[src/rtl/amg_pkg.sv]
// Shared constants, types and helpers for the adjacency matrix graph store.
package amg_pkg;

    localparam int MAX_NODES   = 64;
    localparam int NODE_W      = $clog2(MAX_NODES);
    localparam int IDX_W       = 7;
    localparam int NB_W        = 6;
    localparam int RESULT_CAP  = 64;
    localparam int CNT_W       = $clog2(RESULT_CAP);
    localparam int QUEUE_DEPTH = 2;
    localparam int CFG_IDX_W   = 1;
    localparam int CFG_DATA_W  = 7;

    typedef enum logic [1:0] {
        OP_INSERT = 2'd0,
        OP_REMOVE = 2'd1,
        OP_QUERY  = 2'd2,
        OP_LIST   = 2'd3
    } t_op;

    typedef enum logic [CFG_IDX_W-1:0] {
        CFG_NODE_COUNT = 1'b0,
        CFG_DIRECTED   = 1'b1
    } t_cfg_idx;

    typedef enum logic [1:0] {
        ST_IDLE,
        ST_ROW_A,
        ST_ROW_B,
        ST_LIST
    } t_state;

    typedef struct packed {
        logic [IDX_W-1:0] active;
        logic             directed;
    } t_cfg;

    typedef struct packed {
        t_op               op;
        logic [NODE_W-1:0] a;
        logic [NODE_W-1:0] b;
        logic              a_ok;
        logic              b_ok;
    } t_cmd;

    typedef struct packed {
        logic            success;
        logic [NB_W-1:0] neighbor;
        logic            last;
    } t_result;

    function automatic logic [NODE_W-1:0] to_node(input logic [IDX_W-1:0] v);
        return NODE_W'(v);
    endfunction

endpackage

[src/rtl/amg_front.sv]
// Front end: configuration registers, input handshake and command classification.
module amg_front
    import amg_pkg::*;
(
    input  logic                  i_clk,
    input  logic                  i_rst_n,
    input  logic                  i_cfg_we,
    input  logic [CFG_IDX_W-1:0]  i_cfg_index,
    input  logic [CFG_DATA_W-1:0] i_cfg_data,
    input  logic                  i_s_tvalid,
    output logic                  o_s_tready,
    input  logic [15:0]           i_s_tdata,
    input  logic                  i_q_ready,
    output logic                  o_push,
    output t_cmd                  o_cmd,
    output t_cfg                  o_cfg
);

    logic [IDX_W-1:0] r_node_count;
    logic             r_directed;
    logic [IDX_W-1:0] active;
    logic [IDX_W-1:0] from_node;
    logic [IDX_W-1:0] to_node_in;

    always_ff @(posedge i_clk) begin
        if (!i_rst_n) begin
            r_node_count <= IDX_W'(64);
            r_directed   <= 1'b0;
        end else if (i_cfg_we) begin
            unique case (t_cfg_idx'(i_cfg_index))
                CFG_NODE_COUNT: r_node_count <= i_cfg_data;
                CFG_DIRECTED:   r_directed   <= i_cfg_data[0];
            endcase
        end
    end

    // saturate the node count at the matrix size
    assign active = (32'(r_node_count) < 32'(MAX_NODES)) ? r_node_count : IDX_W'(MAX_NODES);

    assign o_cfg.active   = active;
    assign o_cfg.directed = r_directed;

    assign from_node  = i_s_tdata[8:2];
    assign to_node_in = i_s_tdata[15:9];

    assign o_s_tready = i_q_ready;
    assign o_push     = i_s_tvalid && i_q_ready;

    always_comb begin
        o_cmd.op   = t_op'(i_s_tdata[1:0]);
        o_cmd.a    = to_node(from_node);
        o_cmd.b    = to_node(to_node_in);
        o_cmd.a_ok = from_node < active;
        o_cmd.b_ok = to_node_in < active;
    end

endmodule

[config.mk]
export PLATFORM = sky130hd
export DESIGN_NAME = amg_front
export DESIGN_NICKNAME = d
export VERILOG_FILES = /design/src/rtl/amg_pkg.sv /design/src/rtl/amg_front.sv
export SDC_FILE = /design/constraint.sdc
export NUM_CORES = 1
export LEC_CHECK = 0
export ABC_AREA = 1
export BUFFER_PORTS_ARGS = -buffer_cell sky130_fd_sc_hd__buf_4
export CAP_MARGIN = 0
export CORE_ASPECT_RATIO = 1.4
export CORE_MARGIN = 5
export CORE_UTILIZATION = 36
export DETAILED_ROUTE_END_ITERATION = 10
export PLACE_DENSITY = 0.78
export SLEW_MARGIN = 20
export SYNTH_ARGS = -nofsm -noshare
export SYNTH_HDL_FRONTEND = slang
export SYNTH_SLANG_ARGS = --single-unit
[constraint.sdc]
create_clock -name i_clk -period 1.5 [get_ports i_clk]
set_clock_uncertainty 0.2 [all_clocks]
set_input_delay 0.3 -clock i_clk [delete_from_list [all_inputs] [get_ports i_clk]]
set_output_delay 0.3 -clock i_clk [all_outputs]
set_load 0.01 [all_outputs]
Word level (Yosys, flattened, before mapping)
Index checks and enable logic that the tools add are counted.
{"block": "classes", "n_bitwise": 1, "reduce_logical": 3, "mux": 1, "magnitude_cmp": 3}
{"op": "$lt 7x7->1", "count": 2}
{"op": "$lt 7x7->1 const B", "count": 1}
{"op": "$mux 7", "count": 1}
{"op": "$reduce_and 2->1", "count": 2}
{"op": "$logic_and 1x1->1", "count": 1}
{"op": "$not 1->1", "count": 1}
{"block": "word_totals", "inputBits": 29, "out_inout_bits": 26, "register_bits": 8}

Depth between registers and ports, before layout
{"block": "depth", "word_depth": 3, "ltp_mapped": 8, "depth_no_buf": 8}

Worst setup path after synthesis
Ideal clock, no wire load.
{"block": "synth_path", "path_kind": "register to output", "from": "register r_node_count[6]", "to": "output o_cmd[0] in the netlist's numbering", "stages_incl_launch_ff": 7, "slack_ps": -164, "arrival_time_ps": 1164, "required_ps": 1000, "cell_sequence": "dfxtp_1 -> inv_4 -> nand2_1 -> ha_1 -> a21oi_1 -> nand2_1 -> a21oi_2"}
{"element": "from (decl)", "line": "amg_front.sv:19", "rtl": "logic [IDX_W-1:0] r_node_count;"}
{"element": "from (signal assigned)", "line": "amg_front.sv:31", "rtl": "CFG_NODE_COUNT: r_node_count <= i_cfg_data;"}
{"element": "to (decl)", "line": "amg_front.sv:15", "rtl": "output t_cmd o_cmd,"}

==> flow_summary.ini <==
[clock_tree]
clock-root-buffer = clkbuf_4
cts-htree-levels = 1
cts_tree = built
cts_buffers = 3
ctsHoldBuffers = 0
clk_pin_slew_ns = 0.06
cts_max_path_buffers = 2
clk_latency_ns = 0.25
cts_sinks = 8

[floorplan]
core_um2 = 2130
num_rows = 20
die_w_um = 49.4
chipHeight_um = 65.1
initial_core_util_pct = 36.8
fp.dieArea_um2 = 3220
ioPinCount = 55

[logic_synthesis]
syn-instance-count = 112
async_flop_share_pct = 0
syn_nets = 153
synth.most_common_cell = nand2_1
synth_ff_type = dfxtp_1
synth_top_area_share_pct = 20.5
netlist_top_cells_area = dfxtp_1 (20%), ha_1 (19%), buf_4 (16%)
synth_warnings = 0
yosys-top-cells-count = nand2_1 (24), buf_4 (17), inv_1 (14), nor2_1 (14), ha_1 (12)
ys_types = 15
mappedNetlistArea_um2 = 782
seq_area_frac_synth_pct = 20.5
avgSynthCellArea_um2 = 6.98
yosys.area.top_type = dfxtp_1
synth_seq_cells = 8
synth_edf_count = 0

[setup_path]
crit_fanout = 5
startpoint_type = flip-flop
critPathArrivalTime_ns = 1.47
critPathCaptureType = output pin
crit_type = reg -> out
critPathRequiredTime_ns = 1.00

[pwr]
power_density_nw_per_um2 = 549
power_leakage_nw = 0.738
peakVddDrop_mv = 0.397

[sta]
maxSlewViolCount = 0
relSlewSlack_pct = 88.5
fmax_mhz = 508
rsz0062_at_grt = true
fin_crit_sh_pct = 131
tightest_slew_ns = 0.171
hold_violations = 0
min_period_ns = 1.97
layout_setup_ws_ns = -0.469
setup_viol = 6
hold_ws_ns = 0.0510

[place]
dpl-instance-area_um2 = 1210
dp_hpwl_um = 1820
port_buffers = 50
gp_routability_congestion = 0.698

[global_route]
grt_pass1_vias = 886
antenna_found_initial = 0
grtUsageTotal_pct = 14.4
grt_overflow_total = 0
grt_max_degree = 9
grt_pass1_wl_um = 3660

[layout]
fin_nets = 201
antenna_cells = 0
fillers = 188
area_delta_synth_final_pct = 69.1
layout-drive-gt1-share_pct = 57.2
stdcell_area_um2 = 1320

[detailed_routing]
wl_um = 2110
postRouteAntennaNets = 0
drt_iter0_drc = 2
routedWlPerCell_um = 11.7
route.detailed.drc = 0
num_vias = 839
first_pass_iters = 2
viasPerCell = 4.64

[run_status]
violations = negative setup slack
status = finished, violations left

[min_path]
hold_path_class = in -> reg

[run]
maxCapViolations = 0
==> stage by stage <==
stage | TNS [ns] | power, mW | utilization [%] | instances | worst slack [ns]
floorplan | -0.173 | 0.409 | - | 112 | -0.0868
global placement | -0.376 | 0.520 | 57.0 | 173 | -0.189
detailed placement | -0.453 | 0.531 | 57.0 | 173 | -0.234
CTS | -1.05 | 0.727 | 60.6 | 180 | -0.494
global route | -1.54 | 0.789 | 62.2 | 181 | -0.565
finish | -1.08 | 0.726 | 62.2 | 181 | -0.469
==> area by class of cell <==
type                       count  area, um2  area share, %
sequential                     8        165           12.5
tap                           22       27.5           2.08
multi-input combinational     71        569           43.0
timing repair inverter         1       6.26          0.473
clock buffer                   4       26.3           1.99
timing repair buffer          59        458           34.6
inverter                      16       70.1           5.30
==> flip-flops by register name, indices dropped and copies added, names as in the netlist <==
register and cells:
r_directed 1, r_node_count 7
==> worst max-delay path: stages (launching register included) <==
cell	delay [ns]
dfxtp_4	0.39
inv_8	0.05
ha_1	0.31
a21oi_1	0.14
nand2_1	0.09
a21oi_2	0.10
buf_4	0.13
==> power breakdown <==
group / internal [mW] / switching [mW] / leakage (nW)
clock: 0.102 / 0.0733 / 0.0150
sequential: 0.227 / 0.0163 / 0.0665
combinational: 0.168 / 0.140 / 0.656
total: 0.497 / 0.229 / 0.738
==> path summary, 6_finish.rpt <==
kind	cells past startpoint	from	to	slack (ns)
worst min register to register	2	r_directed	r_directed	0.30
worst max-delay path	6	r_node_count[6]	o_cmd[0]	-0.47
worst max register to register	4	r_node_count[6]	r_node_count[6]	0.39
worst min-delay path	3	i_cfg_data[6]	r_node_count[6]	0.05
==> cells by family (layout without fill, tap and decap cells) <==
group | after synthesis | after routing | share of synthesized area [%]
simple gates | 43 | 43 | 23.5
buf+inv | 33 | 80 | 24.6
compound gates | 16 | 16 | 12.2
fa+ha+maj | 12 | 12 | 19.2
flops | 8 | 8 | 20.5
==> timing repair <==
item | in CTS | in global routing
setup endpoints to repair | 4 | 8
buffers inserted | 2 | 1
gates resized for setup | 10 | 5
cloned | 1 | 0
pin swaps | 2 | 2
==> metal layers <==
layer  track usage [%]  vias to the layer above  share of wire, %
met5                 0                        -                 0
met4              6.89                        0               1.4
met3              4.54                        4               8.0
met2              27.3                       33                57
met1              13.5                      368                34
li1                  -                      434                 -
==> cell usage in the layout, fill, tap and decap left out <==
master and instances:
buf_4 55, nand2_1 18, inv_1 13, nor2_1 12, ha_4 7, o21ai_0 6, dfxtp_1 6, nand2_4 5
ha_1 5, a21oi_2 4, a21oi_1 4, buf_6 4, clkbuf_4 3, nand2_2 2, nand3_2 2, nand3_1 2
inv_4 2, inv_8 1, inv_2 1, nor2_4 1, nor2_2 1, o21ai_1 1, o211ai_2 1, clkbuf_1 1
dfxtp_2 1, dfxtp_4 1
Power figures use the tool's default switching activity.
