[src/rtl/amg_pkg.sv]
// Shared constants, types and helpers for the adjacency matrix graph store.
package amg_pkg;

    localparam int MAX_NODES   = 64;
    localparam int NODE_W      = $clog2(MAX_NODES);
    localparam int IDX_W       = 7;
    localparam int NB_W        = 6;
    localparam int RESULT_CAP  = 64;
    localparam int CNT_W       = $clog2(RESULT_CAP);
    localparam int QUEUE_DEPTH = 2;
    localparam int CFG_IDX_W   = 1;
    localparam int CFG_DATA_W  = 7;

    typedef enum logic [1:0] {
        OP_INSERT = 2'd0,
        OP_REMOVE = 2'd1,
        OP_QUERY  = 2'd2,
        OP_LIST   = 2'd3
    } t_op;

    typedef enum logic [CFG_IDX_W-1:0] {
        CFG_NODE_COUNT = 1'b0,
        CFG_DIRECTED   = 1'b1
    } t_cfg_idx;

    typedef enum logic [1:0] {
        ST_IDLE,
        ST_ROW_A,
        ST_ROW_B,
        ST_LIST
    } t_state;

    typedef struct packed {
        logic [IDX_W-1:0] active;
        logic             directed;
    } t_cfg;

    typedef struct packed {
        t_op               op;
        logic [NODE_W-1:0] a;
        logic [NODE_W-1:0] b;
        logic              a_ok;
        logic              b_ok;
    } t_cmd;

    typedef struct packed {
        logic            success;
        logic [NB_W-1:0] neighbor;
        logic            last;
    } t_result;

    function automatic logic [NODE_W-1:0] to_node(input logic [IDX_W-1:0] v);
        return NODE_W'(v);
    endfunction

endpackage

[src/rtl/amg_queue.sv]
// Short command queue between the front end and the matrix engine.
module amg_queue
    import amg_pkg::*;
(
    input  logic i_clk,
    input  logic i_rst_n,
    input  logic i_push,
    input  t_cmd i_cmd,
    output logic o_ready,
    output logic o_valid,
    output t_cmd o_cmd,
    input  logic i_pop
);

    localparam int PTR_W = (QUEUE_DEPTH > 1) ? $clog2(QUEUE_DEPTH) : 1;
    localparam int FILL_W = $clog2(QUEUE_DEPTH + 1);

    t_cmd              r_slot [QUEUE_DEPTH];
    logic [PTR_W-1:0]  r_wr_ptr;
    logic [PTR_W-1:0]  r_rd_ptr;
    logic [FILL_W-1:0] r_fill;
    logic              push;
    logic              pop;

    assign o_ready = r_fill != FILL_W'(QUEUE_DEPTH);
    assign o_valid = r_fill != '0;
    assign o_cmd   = r_slot[r_rd_ptr];
    assign push    = i_push && o_ready;
    assign pop     = i_pop && o_valid;

    function automatic logic [PTR_W-1:0] bump(input logic [PTR_W-1:0] p);
        return (p == PTR_W'(QUEUE_DEPTH - 1)) ? '0 : p + 1'b1;
    endfunction

    always_ff @(posedge i_clk) begin
        if (!i_rst_n) begin
            r_wr_ptr <= '0;
            r_rd_ptr <= '0;
            r_fill   <= '0;
        end else begin
            if (push) r_wr_ptr <= bump(r_wr_ptr);
            if (pop)  r_rd_ptr <= bump(r_rd_ptr);
            if (push && !pop)      r_fill <= r_fill + 1'b1;
            else if (pop && !push) r_fill <= r_fill - 1'b1;
        end
    end

    always_ff @(posedge i_clk) begin
        if (push) r_slot[r_wr_ptr] <= i_cmd;
    end

endmodule

[config.mk]
export PLATFORM = sky130hd
export DESIGN_NAME = amg_queue
export DESIGN_NICKNAME = d
export VERILOG_FILES = /design/src/rtl/amg_pkg.sv /design/src/rtl/amg_queue.sv
export SDC_FILE = /design/constraint.sdc
export NUM_CORES = 1
export LEC_CHECK = 0
export ABC_AREA = 1
export BUFFER_PORTS_ARGS = -buffer_cell sky130_fd_sc_hd__buf_2
export CORE_ASPECT_RATIO = 0.7
export CORE_MARGIN = 3
export CORE_UTILIZATION = 43
export CTS_CLUSTER_SIZE = 30
export DETAILED_ROUTE_END_ITERATION = 6
export GPL_ROUTABILITY_DRIVEN = 0
export GPL_TIMING_DRIVEN = 0
export PLACE_DENSITY = 0.8
export SLEW_MARGIN = 20
export SYNTH_ARGS = -nofsm -noshare
export SYNTH_HDL_FRONTEND = slang
export SYNTH_SLANG_ARGS = --single-unit
[constraint.sdc]
create_clock -name i_clk -period 1.6 [get_ports i_clk]
set_clock_uncertainty 0.1 [all_clocks]
set_input_delay 0.08 -clock i_clk [delete_from_list [all_inputs] [get_ports i_clk]]
set_output_delay 0.08 -clock i_clk [all_outputs]
set_load 0.01 [all_outputs]
# ---- Yosys cells after proc, flatten, opt, wreduce, memory -nomap -nowiden
# Memories as Yosys holds them, arrays and structs flattened. A register that Yosys moved wholly into a read port is not among the register bits.
# Cells that the tools add are included.
dict set report totals {
  ff_bits 4
  mem_bits_rw 32
  input_bits 20
  out_inout_bits 18
  wordCells 25
  n_memories 1
}
dict set report op_classes {
  n_addsub 4
  eq_ne 1
  mux 8
  n_reduce_logical 8
}
# memory words width read_ports rd_ports_with_merged_regs write_ports line
set mem_list {}
lappend mem_list {r_slot 2 16 1 1 1 amg_queue.sv:18} ;# t_cmd r_slot [QUEUE_DEPTH];
# operator n
set op_table {}
lappend op_table {{$mux W1} 6}
lappend op_table {{$logic_and A1 B1 Y1} 4}
lappend op_table {{$mux W2} 2}
lappend op_table {{$reduce_bool A2 Y1} 2}
lappend op_table {{$add A1 B1 Y1 const B} 2}
lappend op_table {{$add A2 B1 Y2 const B} 1}
lappend op_table {{$logic_not A1 Y1} 2}
lappend op_table {{$ne A2 B2 Y1 const B} 1}
lappend op_table {{$sub A2 B1 Y2 const B} 1}

# ---- Depth between registers and ports, before layout
dict set report depth {
  ltp_word 6
  depth_mapped 11
}

# ---- Worst setup path before layout
# Ideal clock, no wire load.
dict set report synth_path {
  path_type {register -> register}
  startpoint {reg r_fill[0]}
  endpoint {mem r_slot[1][0] in the netlist's numbering (enable)}
  arrival_ps 1320
  setup_slack_ps -209
  path_stages_with_launch 5
  synth_period_minus_slack_ps 1809
  path_cell_list {dfxtp_1 > inv_2 > nand2_1 > nand2_1 > nor2_1}
}
dict set report synth_via {
  elab_chain_cells 4
}
# element line
set synth_rtl {}
lappend synth_rtl {{start: declaration} amg_queue.sv:21} ;# logic [FILL_W-1:0] r_fill;
lappend synth_rtl {{start signal: assignment} amg_queue.sv:43} ;# if (push && !pop) r_fill <= r_fill + 1'b1;
lappend synth_rtl {{start signal: assignment} amg_queue.sv:44} ;# else if (pop && !push) r_fill <= r_fill - 1'b1;
lappend synth_rtl {{$ne A2 B2 Y1} amg_queue.sv:25} ;# assign o_ready = r_fill != FILL_W'(QUEUE_DEPTH);
lappend synth_rtl {{net o_ready} amg_queue.sv:9} ;# output logic o_ready,
lappend synth_rtl {{$logic_and A1 B1 Y1} amg_queue.sv:28} ;# assign push = i_push && o_ready;
lappend synth_rtl {{$mux W1} amg_queue.sv:49} ;# if (push) r_slot[r_wr_ptr] <= i_cmd;
lappend synth_rtl {{$mux W1 (not written as such)} amg_queue.sv:49}
lappend synth_rtl {{end: declaration} amg_queue.sv:18}
# The timed path passes the listed nets, and every way through them passes these cells.

==> results.md <==
* Ys flop type: edfxtp_1
* R2r endpoint: r_slot[0][13]$_DFFE_PP_
* First-pass GRT wire length at 3712 um
* H-Tree Depth at 2
* Share of cells above drive strength 1 at 44.97%
* Crit path max fanout at 10
* Sink Count at 37
* Total clock buffers created by CTS at 5
* Slew HR at 66.35%
* Power Total at 2.758 mW
* Placed cell count at 160
* Antenna Cells at 0
* DRT Pass-1 Iters at 4
* Ys Warns at 0
* Mapped cell area at 1450 sq um
* Final hold viol count at 0
* Number of max-cap violations at 0
* Number of synthesized flops with an enable pin at 32
* Reg2reg path depth at 4
* Worst IR Drop VDD at 0.8247 mV
* Filler instances at between 200 and 250
* Synthesized area per cell at 16.67 sq um
* Count leader, synth: edfxtp_1
* Total cell area at the placement stage at 1685 sq um
* Core area at roughly 3000 sq um
* Vias at approximately 900
* Antenna-violating nets left at 0
* Post-Syn Instances at just under 90
* Longest Clk Path Bufs at 2
* Kind of critical path: reg -> out
* RR Startpoint: r_fill[0]$_SDFFE_PN0P_
* Crit path cell chain: buf_6 -> buf_12 -> mux2_4 -> buf_2
* Compound-cell area share of the yosys netlist at roughly 1.6%
* Ys async rst share at 0%
* WL/cell at ~14 um
* Critical Path End Type: output port
* Area leader, netlist: edfxtp_1
* WP data required at 1420 ps
* PwrDens at 1400 nW/um^2
* Leak at approximately 0.8 nW
* Dominant cells by area after synthesis: edfxtp_1, mux2_4, dfxtp_1
* Origin of the worst min-delay path: i_push
* CTS tree: done
* Layout area overhead at 35.81%
* Vias per std cell at 4.843
* Max Slew Vio Count at 0
* WHS Path Cells at 4
* RSZ-0062 raised after global routing: false
* Outcome: finished, final reports clean
* Number of antenna violations at the first check in global routing at 0
* Worst Hold Class: in -> reg
* Synth Area in Simple Gates at 5.177%
* End of the worst hold path: r_wr_ptr$_SDFFE_PN0P_
* Tot GR Track Use at between 10% and 20%
* Clock Pin Slew Worst Setup and Hold Paths at about 70 ps
* # DRC at 0
* Clock period minus worst slack at 1519 ps
* Final WL at 2541 um
* Largest family of logic cells by synthesized area: multiplexers
* Distinct cells, synth at 16
* Post-synthesis sequential area ratio at 73.17%
* Worst hold slack at 87.05 ps
* Commonest cells post-synth: edfxtp_1, mux2_4, nand2_1
* Post-Synth XOR/XNOR Area at 0%
* Rows at 16
* #FFs+latches synth at 37
* Initial Utilization at roughly 48%
* Die X at 75.41 um
* Remaining global-route overflow at 0
* Clock Tree Root: clkbuf_8
* Die ar. at approximately 4100 sq um
* Worst Path Arrival at between 1000 and 1500 ps
* Largest net degree at the start of global routing at 17
* Multiplexer share of the synthesized area at 15.01%
* Crit path largest cell delay at ~320 ps
* CP max-delay cell: dfxtp_1
* R2R Setup Slk at 110 ps
* Final setup vio count at 0
* Mapped Nets at around 110
* I/O pin count at 38
* Post-CTS Setup Bufs at 0
* Period utilization at 94.92%
* Die Y at 54.59 um
* DR iter-0 viols at 37
* Vias in the first global route at 850
* Layout Cells excl Fill at 185
* Max frequency at ~660 MHz
* Worst-Margin Slew at 503.6 ps
* Worst-Skew Late Latency at 280 ps
* Startpoint Class: flop
* Number of port buffers at 37
* Detailed Place HPWL at 1718 um
* Post-route cell area at 1969 sq um
* Yosys top cell area share at about 66%
* Final nets at roughly 170
* Post-Synth Adder-Cell Area at 0.8628%
==> area by class of cell <==
class,count,area [sq um],area share [%]
clock inverters,3,12.51,0.6353
plain buffers,2,31.28,1.588
clock buffers,5,68.82,3.494
well taps,36,45.04,2.287
flip-flops and latches,37,1061,53.88
repair buffers,54,355.3,18.04
inverters,8,30.03,1.525
multi-input cells,40,365.4,18.55
==> cells by family after synthesis <==
family | Yosys count
AO/OA/AOI/OAI | 4
adder cells (fa/ha/maj) | 1
AND/OR/NAND/NOR | 19
buffers and inverters | 10
flip-flops | 37
multiplexers | 16
==> metrics by stage <==
step	setup WS (ps)	utilization, %	TNS, ps
after detailed placement	-233.8	56.13	-7434
after floorplan	-208.8	-	-6679
final	81.35	65.58	0
after global routing	40.33	65.58	0
after CTS	-240.1	64.50	-7613
after global placement	-506.7	55.96	-16190
==> worst max-delay path: cells and delay by family, from the launching register on <==
family	cells	cell delay (ps)
DFF	1	320
muxes	1	310
buffers and inverters	3	430
==> layer usage <==
metal	up-vias	GRT usage [%]	wire [um]
met2	36	21.92	1228
li1	432	-	-
met4	0	4.360	29
met5	-	0	0
met3	4	6.789	212
met1	424	14.69	1070
==> power breakdown <==
part,internal (mW),total (mW),switching [mW]
clock,0.292,0.592,0.299
combinational,0.434,0.876,0.442
sequential,1.23,1.29,0.0636
total,1.95,2.76,0.804
==> what timing repair did <==
| action | 4_1_cts | 5_1_grt |
|---|---|---|
| resized for setup | 0 | 6 |
| hold endpoints to repair | 37 | 0 |
| hold buffers | 17 | 0 |
| endpoints found under the setup margin | 32 | 34 |
| pin swaps | 0 | 1 |
==> layout by cell type (no fill, tap or decap), drive strengths merged <==
master       synthesis  layout
mux2                16      16
a21oi                1       1
nor2                 8       8
dlygate4sd3          0      17
inv                  8       8
nand2                9       9
ha                   1       1
o21a                 1       1
nand4                1       1
clkbuf               0       5
dfxtp                5       5
buf                  2      39
edfxtp              32      32
clkinv               0       3
o21ai                2       2
nand3                1       1
==> registers in the layout (all words and copies together), names as in the netlist, named ones only <==
signal,cells
r_slot,32
r_rd_ptr,1
r_fill,2
r_wr_ptr,1
==> worst max path at each step <==
stage / cells past startpoint / endpoint
floorplan: 4 / r_slot[1][0]$_DFFE_PP_
global placement: 4 / r_slot[0][14]$_DFFE_PP_
detailed placement: 4 / r_slot[1][6]$_DFFE_PP_
CTS: 4 / r_slot[1][15]$_DFFE_PP_
global route: 4 / o_cmd[11]
finish: 4 / o_cmd[11]
(Power assumes the default switching activity.)
